===== config.mk =====
export PLATFORM = sky130hd
export DESIGN_NAME = intel_hex_record_decoder
export DESIGN_NICKNAME = d
export VERILOG_FILES = /design/src/ihex_pkg.sv /design/src/ihex_front.sv /design/src/ihex_fifo.sv /design/src/ihex_back.sv /design/src/intel_hex_record_decoder.sv
export SDC_FILE = /design/constraint.sdc
export NUM_CORES = 1
export LEC_CHECK = 0
export ABC_AREA = 1
export ABC_CLOCK_PERIOD_IN_PS = 2850
export BUFFER_PORTS_ARGS = -buffer_cell sky130_fd_sc_hd__clkbuf_2
export CORE_ASPECT_RATIO = 2
export CORE_MARGIN = 5
export CORE_UTILIZATION = 50
export CTS_BUF_LIST = sky130_fd_sc_hd__clkbuf_8
export DETAILED_ROUTE_END_ITERATION = 8
export PLACE_DENSITY = 0.78
export SETUP_SLACK_MARGIN = 0.02
export SLEW_MARGIN = 20
export SYNTH_ARGS = -nofsm -noshare
export SYNTH_HDL_FRONTEND = slang
export SYNTH_SLANG_ARGS = --single-unit

===== constraint.sdc =====
create_clock -name clk_i -period 2.85 [get_ports clk_i]
set_input_delay 0.57 -clock clk_i [delete_from_list [all_inputs] [get_ports clk_i]]
set_output_delay 0.57 -clock clk_i [all_outputs]
set_load 0.005 [all_outputs]

===== src/ihex_pkg.sv =====
// shared types, constants and helpers of the hex record decoder
package ihex_pkg;

  // character codes
  localparam logic [7:0] CharColon = 8'h3A;
  localparam logic [7:0] CharZero  = 8'h30;
  localparam logic [7:0] CharNine  = 8'h39;
  localparam logic [7:0] CharUpA   = 8'h41;
  localparam logic [7:0] CharUpF   = 8'h46;

  // record type of the end-of-file record
  localparam logic [7:0] RecTypeEof = 8'h01;

  // depth of the queue between front and back
  localparam int unsigned QueueDepth = 4;
  localparam int unsigned QueuePtrW  = $clog2(QueueDepth);
  localparam int unsigned QueueCntW  = $clog2(QueueDepth + 1);

  // kind of a decoded word passed from front to back
  typedef enum logic [1:0] {
    KIND_ADDR_HI = 2'd0,
    KIND_ADDR_LO = 2'd1,
    KIND_DATA    = 2'd2,
    KIND_END     = 2'd3
  } word_kind_e;

  // one decoded word
  typedef struct packed {
    word_kind_e kind;
    logic [7:0] value;
  } word_t;

  // value of one hex digit, zero for anything else
  function automatic logic [3:0] digit_value(input logic [7:0] c);
    logic [7:0] diff;
    diff = 8'h00;
    if (c >= CharUpA && c <= CharUpF) begin
      diff = c - CharUpA + 8'd10;
    end else if (c >= CharZero && c <= CharNine) begin
      diff = c - CharZero;
    end
    return diff[3:0];
  endfunction

endpackage


===== src/ihex_front.sv =====
// character front end: hunts for records, pairs digits, classifies bytes
module ihex_front (
  input  logic              clk_i,
  input  logic              rst_ni,
  input  logic              accept_i,
  input  logic [7:0]        text_char_i,
  output logic              wr_en_o,
  output ihex_pkg::word_t   wr_word_o
);

  typedef enum logic [6:0] {
    PH_HUNT = 7'b0000001,
    PH_LEN  = 7'b0000010,
    PH_AHI  = 7'b0000100,
    PH_ALO  = 7'b0001000,
    PH_TYPE = 7'b0010000,
    PH_DATA = 7'b0100000,
    PH_CSUM = 7'b1000000
  } phase_e;

  phase_e     phase_q, phase_d;
  logic       second_q, second_d;
  logic [3:0] high_q, high_d;
  logic [7:0] len_q, len_d;
  logic [7:0] cnt_q, cnt_d;
  logic       finished_q, finished_d;
  logic [3:0] digit;
  logic [7:0] byte_val;

  assign digit    = ihex_pkg::digit_value(text_char_i);
  assign byte_val = {high_q, digit};

  // record parse state machine
  always_comb begin
    phase_d    = phase_q;
    second_d   = second_q;
    high_d     = high_q;
    len_d      = len_q;
    cnt_d      = cnt_q;
    finished_d = finished_q;
    wr_en_o    = 1'b0;
    wr_word_o  = '{kind: ihex_pkg::KIND_DATA, value: byte_val};
    if (accept_i && !finished_q) begin
      if (phase_q == PH_HUNT) begin
        if (text_char_i == ihex_pkg::CharColon) begin
          phase_d  = PH_LEN;
          second_d = 1'b0;
        end
      end else if (!second_q) begin
        high_d   = digit;
        second_d = 1'b1;
      end else begin
        second_d = 1'b0;
        unique case (phase_q)
          PH_LEN: begin
            len_d   = byte_val;
            phase_d = PH_AHI;
          end
          PH_AHI: begin
            wr_en_o        = 1'b1;
            wr_word_o.kind = ihex_pkg::KIND_ADDR_HI;
            phase_d        = PH_ALO;
          end
          PH_ALO: begin
            wr_en_o        = 1'b1;
            wr_word_o.kind = ihex_pkg::KIND_ADDR_LO;
            phase_d        = PH_TYPE;
          end
          PH_TYPE: begin
            if (byte_val == ihex_pkg::RecTypeEof) begin
              wr_en_o        = 1'b1;
              wr_word_o.kind = ihex_pkg::KIND_END;
              finished_d     = 1'b1;
            end else begin
              cnt_d   = 8'd0;
              phase_d = (len_q == 8'd0) ? PH_CSUM : PH_DATA;
            end
          end
          PH_DATA: begin
            wr_en_o = 1'b1;
            cnt_d   = cnt_q + 8'd1;
            if (cnt_d == len_q) begin
              phase_d = PH_CSUM;
            end
          end
          PH_CSUM: begin
            phase_d = PH_HUNT;
          end
          default: begin
            phase_d = PH_HUNT;
          end
        endcase
      end
    end
  end

  // state registers
  always_ff @(posedge clk_i or negedge rst_ni) begin
    if (!rst_ni) begin
      phase_q    <= PH_HUNT;
      second_q   <= 1'b0;
      high_q     <= 4'd0;
      len_q      <= 8'd0;
      cnt_q      <= 8'd0;
      finished_q <= 1'b0;
    end else begin
      phase_q    <= phase_d;
      second_q   <= second_d;
      high_q     <= high_d;
      len_q      <= len_d;
      cnt_q      <= cnt_d;
      finished_q <= finished_d;
    end
  end

endmodule


===== src/ihex_fifo.sv =====
// short queue of decoded words between front and back
module ihex_fifo (
  input  logic            clk_i,
  input  logic            rst_ni,
  input  logic            wr_en_i,
  input  ihex_pkg::word_t wr_word_i,
  output logic            full_o,
  input  logic            rd_en_i,
  output logic            rd_valid_o,
  output ihex_pkg::word_t rd_word_o
);

  ihex_pkg::word_t                   mem_q [ihex_pkg::QueueDepth];
  logic [ihex_pkg::QueuePtrW-1:0]    wr_ptr_q, rd_ptr_q;
  logic [ihex_pkg::QueueCntW-1:0]    count_q;
  logic                              do_wr, do_rd;

  assign full_o     = (count_q == ihex_pkg::QueueCntW'(ihex_pkg::QueueDepth));
  assign rd_valid_o = (count_q != '0);
  assign rd_word_o  = mem_q[rd_ptr_q];
  assign do_wr      = wr_en_i && !full_o;
  assign do_rd      = rd_en_i && rd_valid_o;

  // storage
  always_ff @(posedge clk_i) begin
    if (do_wr) begin
      mem_q[wr_ptr_q] <= wr_word_i;
    end
  end

  // pointers and fill count
  always_ff @(posedge clk_i or negedge rst_ni) begin
    if (!rst_ni) begin
      wr_ptr_q <= '0;
      rd_ptr_q <= '0;
      count_q  <= '0;
    end else begin
      if (do_wr) begin
        wr_ptr_q <= wr_ptr_q + 1'b1;
      end
      if (do_rd) begin
        rd_ptr_q <= rd_ptr_q + 1'b1;
      end
      if (do_wr && !do_rd) begin
        count_q <= count_q + 1'b1;
      end else if (do_rd && !do_wr) begin
        count_q <= count_q - 1'b1;
      end
    end
  end

endmodule


===== src/ihex_back.sv =====
// back end: tracks the record address and builds result words
module ihex_back (
  input  logic            clk_i,
  input  logic            rst_ni,
  input  logic            in_valid_i,
  input  ihex_pkg::word_t in_word_i,
  output logic            in_take_o,
  input  logic            pop_i,
  output logic            empty_o,
  output logic [15:0]     write_address_o,
  output logic [7:0]      write_data_o,
  output logic            end_of_file_o
);

  logic [15:0] addr_q, addr_d;
  logic [7:0]  index_q, index_d;
  logic        out_valid_q, out_valid_d;
  logic [15:0] out_addr_q, out_addr_d;
  logic [7:0]  out_data_q, out_data_d;
  logic        out_eof_q, out_eof_d;
  logic        produce;

  assign in_take_o = in_valid_i && (!out_valid_q || pop_i);

  // word execution
  always_comb begin
    addr_d     = addr_q;
    index_d    = index_q;
    out_addr_d = out_addr_q;
    out_data_d = out_data_q;
    out_eof_d  = out_eof_q;
    produce    = 1'b0;
    if (in_take_o) begin
      unique case (in_word_i.kind)
        ihex_pkg::KIND_ADDR_HI: begin
          addr_d = {in_word_i.value, addr_q[7:0]};
        end
        ihex_pkg::KIND_ADDR_LO: begin
          addr_d  = {addr_q[15:8], in_word_i.value};
          index_d = 8'd0;
        end
        ihex_pkg::KIND_DATA: begin
          produce    = 1'b1;
          out_addr_d = addr_q + {8'd0, index_q};
          out_data_d = in_word_i.value;
          out_eof_d  = 1'b0;
          index_d    = index_q + 8'd1;
        end
        ihex_pkg::KIND_END: begin
          produce    = 1'b1;
          out_addr_d = 16'd0;
          out_data_d = 8'd0;
          out_eof_d  = 1'b1;
        end
        default: begin
          produce = 1'b0;
        end
      endcase
    end
  end

  // output register valid
  always_comb begin
    if (produce) begin
      out_valid_d = 1'b1;
    end else if (pop_i) begin
      out_valid_d = 1'b0;
    end else begin
      out_valid_d = out_valid_q;
    end
  end

  // control registers
  always_ff @(posedge clk_i or negedge rst_ni) begin
    if (!rst_ni) begin
      addr_q      <= 16'd0;
      index_q     <= 8'd0;
      out_valid_q <= 1'b0;
    end else begin
      addr_q      <= addr_d;
      index_q     <= index_d;
      out_valid_q <= out_valid_d;
    end
  end

  // result payload
  always_ff @(posedge clk_i) begin
    out_addr_q <= out_addr_d;
    out_data_q <= out_data_d;
    out_eof_q  <= out_eof_d;
  end

  assign empty_o         = !out_valid_q;
  assign write_address_o = out_addr_q;
  assign write_data_o    = out_data_q;
  assign end_of_file_o   = out_eof_q;

endmodule


===== src/intel_hex_record_decoder.sv =====
// top level of the hex record decoder
//
//   channel   direction  ports                                         handshake
//   text      in         text_char_i                                   push_i / full_o
//   result    out        write_address_o, write_data_o, end_of_file_o  pop_i / empty_o
//
// one character is taken per cycle while full_o is low; the front parser
// handles each as it is taken. the character that completes a byte writes it
// into the queue, from which the back end loads its output register.
// full_o rises only when the four-word queue fills because pops stall.
// after reset the parser hunts for a colon; after an end-of-file record
// all characters are taken and dropped until the next reset.
module intel_hex_record_decoder (
  input  logic        clk_i,
  input  logic        rst_ni,
  input  logic        push_i,
  output logic        full_o,
  input  logic [7:0]  text_char_i,
  output logic        empty_o,
  input  logic        pop_i,
  output logic [15:0] write_address_o,
  output logic [7:0]  write_data_o,
  output logic        end_of_file_o
);

  logic            accept;
  logic            wr_en;
  ihex_pkg::word_t wr_word;
  logic            rd_valid;
  logic            rd_take;
  ihex_pkg::word_t rd_word;

  assign accept = push_i && !full_o;

  // character parser
  ihex_front u_front (
    .clk_i       (clk_i),
    .rst_ni      (rst_ni),
    .accept_i    (accept),
    .text_char_i (text_char_i),
    .wr_en_o     (wr_en),
    .wr_word_o   (wr_word)
  );

  // decoupling queue
  ihex_fifo u_fifo (
    .clk_i      (clk_i),
    .rst_ni     (rst_ni),
    .wr_en_i    (wr_en),
    .wr_word_i  (wr_word),
    .full_o     (full_o),
    .rd_en_i    (rd_take),
    .rd_valid_o (rd_valid),
    .rd_word_o  (rd_word)
  );

  // address tracking and result register
  ihex_back u_back (
    .clk_i           (clk_i),
    .rst_ni          (rst_ni),
    .in_valid_i      (rd_valid),
    .in_word_i       (rd_word),
    .in_take_o       (rd_take),
    .pop_i           (pop_i),
    .empty_o         (empty_o),
    .write_address_o (write_address_o),
    .write_data_o    (write_data_o),
    .end_of_file_o   (end_of_file_o)
  );

  // end mark carries a zero payload
  assert property (@(posedge clk_i) disable iff (!rst_ni)
    (!empty_o && end_of_file_o) |-> (write_address_o == 16'd0 && write_data_o == 8'd0))
    else $error("end mark with nonzero payload");

  // nothing follows the end mark
  assert property (@(posedge clk_i) disable iff (!rst_ni)
    (pop_i && !empty_o && end_of_file_o) |=> empty_o)
    else $error("result after end mark");

  // queue fills only through an accepted word
  assert property (@(posedge clk_i) disable iff (!rst_ni)
    $rose(full_o) |-> $past(push_i && !full_o))
    else $error("queue filled without a push");

endmodule


==> results.md, run 1 <==
- Status: finished clean
- Layout Area Growth over Synthesis: 15.90%
- Hold WC Path Type: in2async
- Fill cells: 1052
- Post-Syn Nets: 721
- Die extent in x: between 80 and 90 microns
- Final hold violations: 0
- RSZ-0062 raised after global routing: no
- TritonCTS clock tree: yes
- Warnings, synthesis: 0
- List of most frequent post-synthesis cells: nand2_1, inv_1, edfxtp_1, dfrtp_1, nor2_1
- Synth unique cells: between 40 and 50
- Post-Layout Cell Count: 919
- Fraction of layout cells with a size suffix above 1: between 10% and 20%
- Vias per Instance: around 5.4
- # setup viols final: 0
- Ports: 39
- TritonCTS buffer count: 17
- CTS sink count: 126
- Pin count of the biggest net entering global routing: 27
- Rows: 58
- Number of global-route vias before repair: between 5000 and 6000
- Crit Path Max Fanout: 3
- Hold Buf Count CTS: 0
- Fmax: approximately 380 MHz
- Number of synthesized flops with an enable pin: 65
- Final Power: just under 6 mW
- Vias: about 5000
- WP data arrival: 2.93 ns
- Max Cap Violations: 0
- Global route overflow: 0
- Max Transition Viols Final: 0
- Post-synth top area share: 30.81%
- Tmin final: about 2.6 ns
- Synth top area cells: edfxtp_1, dfrtp_1, nand2_1
- Maximum vdd drop: between 500 and 600 uV
- Die Y: ~170 microns
- CTS root buf: clkbuf_8
- Final Skew: 0.01038 ns
- Top_reg_cell synth: edfxtp_1
- DR WL/cell: about 15 microns
- IO buf count: 38
- Clock Path Buffers: 2
- Largest area contributor in the netlist: edfxtp_1
- Average cell area after synthesis: approximately 9.3 sq um
- Cells after Synth: a little under 700
- Worst-path clk slew: around 0.08 ns
- Iter 0 DRT Violations: 275
- Post-synthesis cell area: around 6300 sq um
- Setup crit start kind: register
- Worst-skew pair later-pin latency: around 0.43 ns
- Initial core utilization: 50.76%
- First-pass GRT wire length: 23160 microns
- Most frequent cell after synthesis: nand2_1
- Final TNS setup: 0 ns
- Die area: between 15000 and 20000 sq um
- Lkg Pwr: between 3 and 4 nW
- Final Wtd Congestion: slightly above 0.9
- Initial antenna violation count: 0
- Placeable Area: 12480 sq um
- H-tree depth: 4
- Async S/R FF share, synth: 48.41%
- Setup ws final: around 0.22 ns
- DR pass1 iterations: 6
- Total Wirelength: around 14000 microns
- Crit end category: register
- Tcrit/Tclk final: around 90%
- Inst Count DP: a little under 900
- Routed Antenna Nets: 0
- Synthesized flop and latch total: between 100 and 150
- Pre-CTS setup slack: -0.05656 ns
- GRT Util Overall: just under 20%
- Critical Path RT: 3.15 ns
- Dpl hpwl: 10950 microns
- Worst setup path category: reg2reg
- N_diodes: 0
- Residual DRC count: 0
- Final #Nets: approximately 800
- Max_slew headroom: about two thirds
- PD cells: roughly 800 nW/um^2
- Worst-Margin Slew: approximately 0.53 ns
- Seq/Total Area, Yosys: a little over half
[cell type report]
cell class / count / area [sq um] / area share, %
flip-flops and latches: 126 / 3481 / 47.40
multi-input cells: 447 / 2481 / 33.79
repair buffers: 68 / 415.4 / 5.657
inverters: 96 / 360.3 / 4.907
clock buffers: 17 / 234.0 / 3.186
well taps: 150 / 187.7 / 2.556
clock inverters: 15 / 183.9 / 2.505
[sequential cells by signal (all words and copies together) (netlist names)]
name                    count
u_back.addr_q              16
u_back.end_of_file_o        1
u_back.index_q              8
u_back.out_valid_q          1
u_back.write_address_o     16
u_back.write_data_o         8
u_fifo.count_q              3
u_fifo.mem_q               40
u_fifo.rd_ptr_q             2
u_fifo.wr_ptr_q             2
u_front.cnt_q               8
u_front.finished_q          1
u_front.high_q              4
u_front.len_q               8
u_front.phase_q             7
u_front.second_q            1
[worst max-delay path, stage by stage (launching register included)]
cell and delay [ns]:
dfrtp_1 0.41, nor2_2 0.16, inv_2 0.09, nor2_4 0.11
nand3_2 0.08, nor3_2 0.12, buf_4 0.14, nand2_1 0.06
nor2_2 0.13, nand2_4 0.07, nand2_4 0.08, nand2_4 0.05
inv_2 0.04, ha_1 0.12, inv_1 0.06, fa_1 0.38
a21oi_1 0.14, o21ai_0 0.11, xor2_1 0.15
[cell families after synthesis]
kind of cell,after synthesis,share of synthesized area (%)
flops,126,54.92
xor+xnor,6,0.8295
buf+inv,109,6.674
simple gates,299,21.62
compound gates,114,10.21
fa+ha+maj,27,5.569
mux,1,0.1777
[cells in the final DEF (no fill, tap or decap), types with 10 or more instances in the layout]
| master | instances |
|---|---|
| nand2_1 | 153 |
| clkbuf_2 | 38 |
| nand3_1 | 30 |
| dfrtp_1 | 59 |
| nor2_1 | 52 |
| nand4_1 | 23 |
| edfxtp_1 | 65 |
| clkbuf_8 | 17 |
| inv_1 | 94 |
| ha_1 | 25 |
| nor3_1 | 10 |
| a21oi_1 | 33 |
| buf_4 | 30 |
| o21ai_0 | 52 |
[through the flow]
stage,util [%],cell area [sq um],hold slack [ns]
5_1_grt,58.83,7343,0.1138
2_1_floorplan,-,6350,0.2744
3_5_place_dp,55.14,6883,0.4418
4_1_cts,58.49,7301,0.08811
6_report,58.83,7343,0.09642
3_3_place_gp,55.14,6883,0.4444
[timing repair]
| action | 4_1_cts | 5_1_grt |
|---|---|---|
| setup buffers | 0 | 1 |
| endpoints found under the setup margin | 0 | 3 |
| endpoints found under the hold margin | 0 | 0 |
| resized for setup | 0 | 10 |
[power by group]
part           leakage [nW]  switching, mW  total, mW  internal [mW]
clock                 0.210          0.740       1.62          0.878
combinational          1.76           1.14       1.77          0.639
sequential             1.43          0.146       2.48           2.33
total                  3.39           2.02       5.87           3.85
[metal layers]
| layer | part of all wire (%) | track usage, % | wire [microns] |
|---|---|---|---|
| met4 | 4.6 | 10.63 | 650 |
| met3 | 3.5 | 3.936 | 489 |
| met2 | 61 | 39.83 | 8488 |
| met1 | 31 | 16.59 | 4376 |
| met5 | 0 | 0 | 0 |
[worst paths after layout]
| check | start | cells past startpoint | end | slack (ns) |
|---|---|---|---|---|
| worst max-delay path | u_front.phase_q[2] | 18 | u_fifo.count_q[2] | 0.22 |
| worst min-delay path | rst_ni | 1 | u_front.cnt_q[5] | 0.1 |
| worst max register to register | u_front.phase_q[2] | 18 | u_fifo.count_q[2] | 0.22 |
| worst min register to register | u_front.phase_q[0] | 2 | u_front.phase_q[0] | 0.47 |
| max in group asynchronous | rst_ni | 2 | u_fifo.count_q[1] | 2.00 |
| min in group clk_i | u_front.phase_q[0] | 2 | u_front.phase_q[0] | 0.47 |
No activity file was read; power rests on OpenSTA's default activity.
==> run 2, diff against run 1 <==
Settings changed: SYNTH_HIERARCHICAL set to 1.
==> run 2 against run 1 <==
Compared with the run above:
- utilization shrank 0.34 points
- first-iteration DRC count increased by 2.9%
- cell area rose by 6.4%
- largest cell class unchanged
==> results.md, run 2 <==
- Routed Antenna Nets: 0
- Top_reg_cell synth: edfxtp_1
- Layout Area Growth over Synthesis: 15.24%
- Maximum vdd drop: between 300 and 400 uV
- Sequential Power Share: between 50 and 60%
- Area of the multi-input gates: 2745 sq um
- Most frequent cell after synthesis: nand2_1
- Commonest non-fill, non-tap cell in the layout: nand2_1
- Dpl hpwl: approximately 12000 microns
- CTS root buf: clkbuf_8
- Iter 0 DRT Violations: 283
- Final Skew: about 0.018 ns
- Largest area contributor in the netlist: edfxtp_1
- Worst-skew pair later-pin latency: about 0.44 ns
- Worst R2R Start: u_front/phase_q[1]
- Post-synth top area share: around 29%
- Die Y: 174.7 microns
- First-pass GRT wire length: roughly 25000 microns
- Status: finished clean
- Final Wtd Congestion: between 0.9 and 1
- Max reg flops: 40
- GRT Util Overall: around a fifth
- Commonest non-fill, non-tap cells in the layout: nand2_1, inv_1, edfxtp_1
- Vias: roughly 5500
- Total Wirelength: approximately 15000 microns
- Worst-path clk slew: approximately 0.07 ns
- Cells after Synth: around 780
- Pin count of the biggest net entering global routing: 28
- Global route overflow: 0
- Clock Path Buffers: 2
- H-tree depth: 4
- N_diodes: 0
- TritonCTS clock tree: yes
- Average cell area after synthesis: 8.663 sq um
- Fraction of layout cells with a size suffix above 1: between 10% and 20%
- Synthesized flop and latch total: between 100 and 150
- Seq/Total Area, Yosys: 51.30%
- # setup viols final: 0
- Fmax: just under 400 MHz
- Vias per Instance: 5.380
- Hold WC Path Type: in2async
- Tcrit/Tclk final: between 90 and 100%
- Final #Nets: about 900
- Final TNS setup: 0 ns
- WP data arrival: just under 3 ns
- Initial core utilization: 50.76%
- Crit end category: register
- Crit Path Max Fanout: 3
- RSZ-0062 raised after global routing: no
- Placeable Area: ~13000 sq um
- Synth unique cells: 40
- Comb pwr share: ~1.7%
- Worst setup path category: reg2reg
- Top reg by flops: u_fifo/mem_q
- Sw Ratio: approximately a fifth
- DR pass1 iterations: 4
- Async S/R FF share, synth: between 40% and 50%
- Setup crit start kind: register
- Hold Buf Count CTS: 0
- Max Transition Viols Final: 0
- Max_slew headroom: between 60% and 70%
- Rows: 60
- Number of synthesized flops with an enable pin: between 60 and 70
- List of most frequent post-synthesis cells: nand2_1, inv_1, edfxtp_1, nor2_1
- Post-synthesis cell area: around 6800 sq um
- Lkg Pwr: approximately 3.6 nW
- Worst-Margin Slew: roughly 0.51 ns
- P_int: between 3 and 4 mW
- Residual DRC count: 0
- Critical Path RT: between 3 and 4 ns
- Die extent in x: about 92 microns
- Number of global-route vias before repair: 5537
- TritonCTS buffer count: 17
- Ports: 39
- Warnings, synthesis: 6
- Synth top area cells: edfxtp_1, dfrtp_1, nand2_1
- Clk network pwr share: between 40% and 50%
- Final Power: 3.761 mW
- DR WL/cell: roughly 15 microns
- CTS sink count: roughly 130
- PD cells: ~480 nW/um^2
- Initial antenna violation count: 0
- Crit path launch: u_front/phase_q[1]
- Register area: between 3000 and 4000 sq um
- Die area: around 16000 sq um
- Fill cells: about 1200
- Max Cap Violations: 0
- Final hold violations: 0
- Post-Syn Nets: 821
- Final Util: between 50% and 60%
- IO buf count: 38
- Tmin final: between 2 and 3 ns
- Sw power: between 0.7 and 0.8 mW
## run 2: changes by cell type in the layout (fill, tap and decap cells not counted), sizes merged, moves of 5 or more
cell    before  now
a21oi       33   18
a32o         8    0
inv        103  135
nand2      160  215
nand3       32   65
nor2        61   71
o211ai       1   21
o21ai       57   52
o22ai        6    0
## run 2: path summary, 6_finish.rpt
check / slack [ns] / end / depth (start not counted)
max in group asynchronous: 2.15 / u_fifo/count_q[0] / 2
worst min register to register: 0.46 / u_front/finished_q / 2
min in group clk_i: 0.45 / u_back/out_valid_q / 4
worst min-delay path: 0.03 / u_front/phase_q[1] / 1
worst max register to register: 0.25 / u_fifo/count_q[2] / 16
worst max-delay path: 0.25 / u_fifo/count_q[2] / 16
## run 2: cell families after synthesis
group,share of synthesized area [%]
xor gates and xnor gates,0.5166
DFF,51.30
AOI/OAI and AO/OA,8.264
buffers and inverters,8.762
adders and majority gates,5.018
and+or+nand+nor,26.14
## run 2: cell type report
type	instances	share of cell area, %
sequential	126	44.53
tap	155	2.481
timing repair buffer	69	5.571
inverter	132	6.339
clock inverter	12	2.433
multi-input combinational	512	35.12
clock buffer	20	3.522
## run 2: critical path: stages (launching register included)
cell	delay, ns
dfrtp_1	0.41
nor2_2	0.17
nand2_2	0.10
nor4_4	0.32
inv_2	0.09
nor3_2	0.12
nand4_1	0.17
nand2_2	0.13
nand2_1	0.08
inv_1	0.06
ha_1	0.15
inv_1	0.07
fa_2	0.35
nand2_2	0.09
nand3_1	0.07
nand2_1	0.06
nand2_1	0.04
## run 2: repair_timing
item                                    in CTS  in global routing
endpoints found under the setup margin       0                  2
resized for setup                            0                 11
setup buffers                                0                  3
hold endpoints to repair                     0                  0
## run 2: power by group through the flow
stage	clock [mW]	sequential [mW]	combinational, mW
6_report	1.80	1.90	0.0627
2_1_floorplan	0	1.94	0.0181
4_1_cts	1.83	1.90	0.0640
3_5_place_dp	0	1.94	0.0639
3_3_place_gp	0	1.94	0.0621
5_1_grt	1.92	1.90	0.0712
## run 2: through the flow
stage	instance area, sq um	hold WS (ns)	cells	setup slack (ns)
after floorplan	6783	0.2744	783	0.03879
after global placement	7293	0.4346	991	-0.02858
after detailed placement	7293	0.4460	991	-0.08850
after CTS	7759	0.01225	1023	0.1137
after global routing	7816	0.02099	1026	0.06650
final	7816	0.03267	1026	0.2516
## run 2: layer usage
| layer | vias up | wire length (microns) | part of all wire (%) | GRT usage [%] |
|---|---|---|---|---|
| met5 | - | 0 | 0 | 0 |
| met4 | 0 | 896 | 5.9 | 13.28 |
| met3 | 56 | 554 | 3.7 | 3.490 |
| met2 | 163 | 8874 | 59 | 39.35 |
| met1 | 2584 | 4783 | 32 | 17.02 |
| li1 | 2717 | - | - | - |
==> run 3, diff against run 2 <==
Settings changed: MAX_ROUTING_LAYER set to met4.
==> run 3 against run 2 <==
Compared with the run above:
- via count grew 0.14%
- critical path type unchanged
- register-to-register slack about the same
- global-route usage grew 0.54 points
- clock-buffer cell count unchanged
- worst hold slack improved by 0.0040 ns
==> results.md, run 3 (synthesized netlist as in run 2, its figures left out) <==
- Status: finished clean
- Number of global-route vias before repair: 5545
- Crit path buf inv count: 3
- Crit end category: register
- CTS sink count: ~130
- Fraction of layout cells with a size suffix above 1: 17.68%
- N_diodes: 0
- Global route overflow: 0
- Critical path depth: 16
- Vias per Instance: about 5.4
- Final Power: between 3 and 4 mW
- CTS root buf: clkbuf_8
- TritonCTS clock tree: yes
- Final Wtd Congestion: 0.9226
- Crit path launch: u_front/phase_q[1]
- Die extent in x: between 90 and 100 microns
- Critical Path RT: between 3 and 4 ns
- P_int: 3.028 mW
- Final hold violations: 0
- Worst-path clk slew: 0.07 ns
- Final Util: around three fifths
- Die area: approximately 16000 sq um
- TritonCTS buffer count: 17
- Max reg flops: 40
- Pin count of the biggest net entering global routing: 28
- Placeable Area: between 10000 and 15000 sq um
- Clk network pwr share: ~48%
- Rows: 60
- Crit Path Max Fanout: 3
- Top reg by flops: u_fifo/mem_q
- Lkg Pwr: 3.607 nW
- # setup viols final: 0
- Die Y: ~170 microns
- H-tree depth: 4
- Setup crit start kind: register
- Hold WC Path Type: in2async
- Worst-skew pair later-pin latency: 0.43 ns
- Fmax: 385.0 MHz
- Hold Buf Count CTS: 0
- Layout Area Growth over Synthesis: 15.24%
- Initial core utilization: 50.76%
- DR pass1 iterations: 5
- Reg2Reg Capture Point: u_fifo/count_q[2]
- Clock Path Buffers: 2
- Crit-path slowest cell: dfrtp_1
- Maximum vdd drop: 329.1 uV
- Vias: about 5500
- Initial antenna violation count: 0
- DR WL/cell: approximately 15 microns
- Final #Nets: about 900
- RSZ-0062 raised after global routing: no
- PD cells: roughly 480 nW/um^2
- Sw power: 0.7269 mW
- Commonest non-fill, non-tap cells in the layout: nand2_1, inv_1, edfxtp_1
- Residual DRC count: 0
- GRT Util Overall: 20.35%
- R2r worst-path depth: 16
- Ports: 39
- Tcrit/Tclk final: between 90% and 100%
- Commonest non-fill, non-tap cell in the layout: nand2_1
- Fill cells: 1161
- Max_slew headroom: between 60% and 70%
- Routed Antenna Nets: 0
- Iter 0 DRT Violations: 301
- Flop2flop setup slack: between 0.2 and 0.3 ns
- WP data arrival: 2.92 ns
- Critical Path Sink: u_fifo/count_q[2]
- Dpl hpwl: ~12000 microns
- First-pass GRT wire length: ~25000 microns
- Max Cap Violations: 0
- Worst path cell trace: nor2_2, nand2_2, nor4_4, inv_2, nor3_2, nand4_1, nand2_2, nand2_1, inv_1, ha_1, inv_1, fa_2, nand2_2, nand3_1, nand2_1, nand2_1
- Worst R2R Start: u_front/phase_q[1]
- Crit-path max cell delay: 0.41 ns
- IO buf count: 38
- Max Transition Viols Final: 0
- Worst setup path category: reg2reg
- Tmin final: 2.598 ns
- Sw Ratio: about a fifth
- Total Wirelength: between 15000 and 20000 microns
- Final Skew: 0.01805 ns
- Comb pwr share: 1.7%
- Sequential Power Share: 50.7%
- CP top delay family: simple AND/OR/NAND/NOR gates
- Worst-Margin Slew: 0.4894 ns
-- run 3: cell counts in the layout (fill, tap and decap cells not counted) --
No cell type changed its count.
-- run 3: what timing repair did --
action                                  CTS  global route
endpoints found under the hold margin     0             0
endpoints found under the setup margin    0             2
setup buffers                             0             3
gates resized for setup                   0            11
-- run 3: metal layers --
metal / wire, microns / vias to the layer above / global-route usage [%]
met4: 831 / 0 / 13.40
met3: 430 / 49 / 3.231
met1: 4911 / 2617 / 16.94
met5: 0 / - / -
met2: 8961 / 144 / 39.44
li1: - / 2718 / -
-- run 3: cell type report --
class	count	area [sq um]	share of cell area, %
clock buffers	20	275.3	3.522
clock inverters	12	190.2	2.433
inverters	132	495.5	6.339
multi-input cells	512	2745	35.12
flip-flops and latches	126	3481	44.53
well taps	155	193.9	2.481
repair buffers	69	435.4	5.571
-- run 3: how the worst min path moves through the flow --
stage,from,end,slack (ns),cells after the start
final,rst_ni,u_front/phase_q[1],0.04,1
after global routing,rst_ni,u_front/phase_q[2],0.02,1
after CTS,rst_ni,u_front/phase_q[1],0.01,1
after detailed placement,u_front/finished_q,u_front/finished_q,0.45,2
after global placement,u_front/finished_q,u_front/finished_q,0.43,2
after floorplan,rst_ni,u_back/addr_q[0],0.27,0
-- run 3: worst register-to-register path: stages (launching register included) --
cell	delay, ns
dfrtp_1	0.41
nor2_2	0.16
nand2_2	0.10
nor4_4	0.32
inv_2	0.08
nor3_2	0.12
nand4_1	0.18
nand2_2	0.14
nand2_1	0.08
inv_1	0.06
ha_1	0.15
inv_1	0.07
fa_2	0.35
nand2_2	0.09
nand3_1	0.07
nand2_1	0.06
nand2_1	0.04
-- run 3: power by group through the flow --
stage          registers [mW]  logic (mW)  clock network (mW)
2_1_floorplan            1.94      0.0181                   0
3_3_place_gp             1.94      0.0621                   0
3_5_place_dp             1.94      0.0639                   0
4_1_cts                  1.90      0.0640                1.83
5_1_grt                  1.90      0.0712                1.92
6_report                 1.90      0.0626                1.79
-- run 3: per-stage QoR --
step	hold WS, ns	setup TNS [ns]	area, sq um	setup WS (ns)	instances
6_report	0.03665	0	7816	0.2523	1026
5_1_grt	0.02255	0	7816	0.06657	1026
4_1_cts	0.01225	0	7759	0.1137	1023
3_5_place_dp	0.4460	-0.1248	7293	-0.08850	991
3_3_place_gp	0.4346	-0.02858	7293	-0.02858	991
2_1_floorplan	0.2744	0	6783	0.03879	783
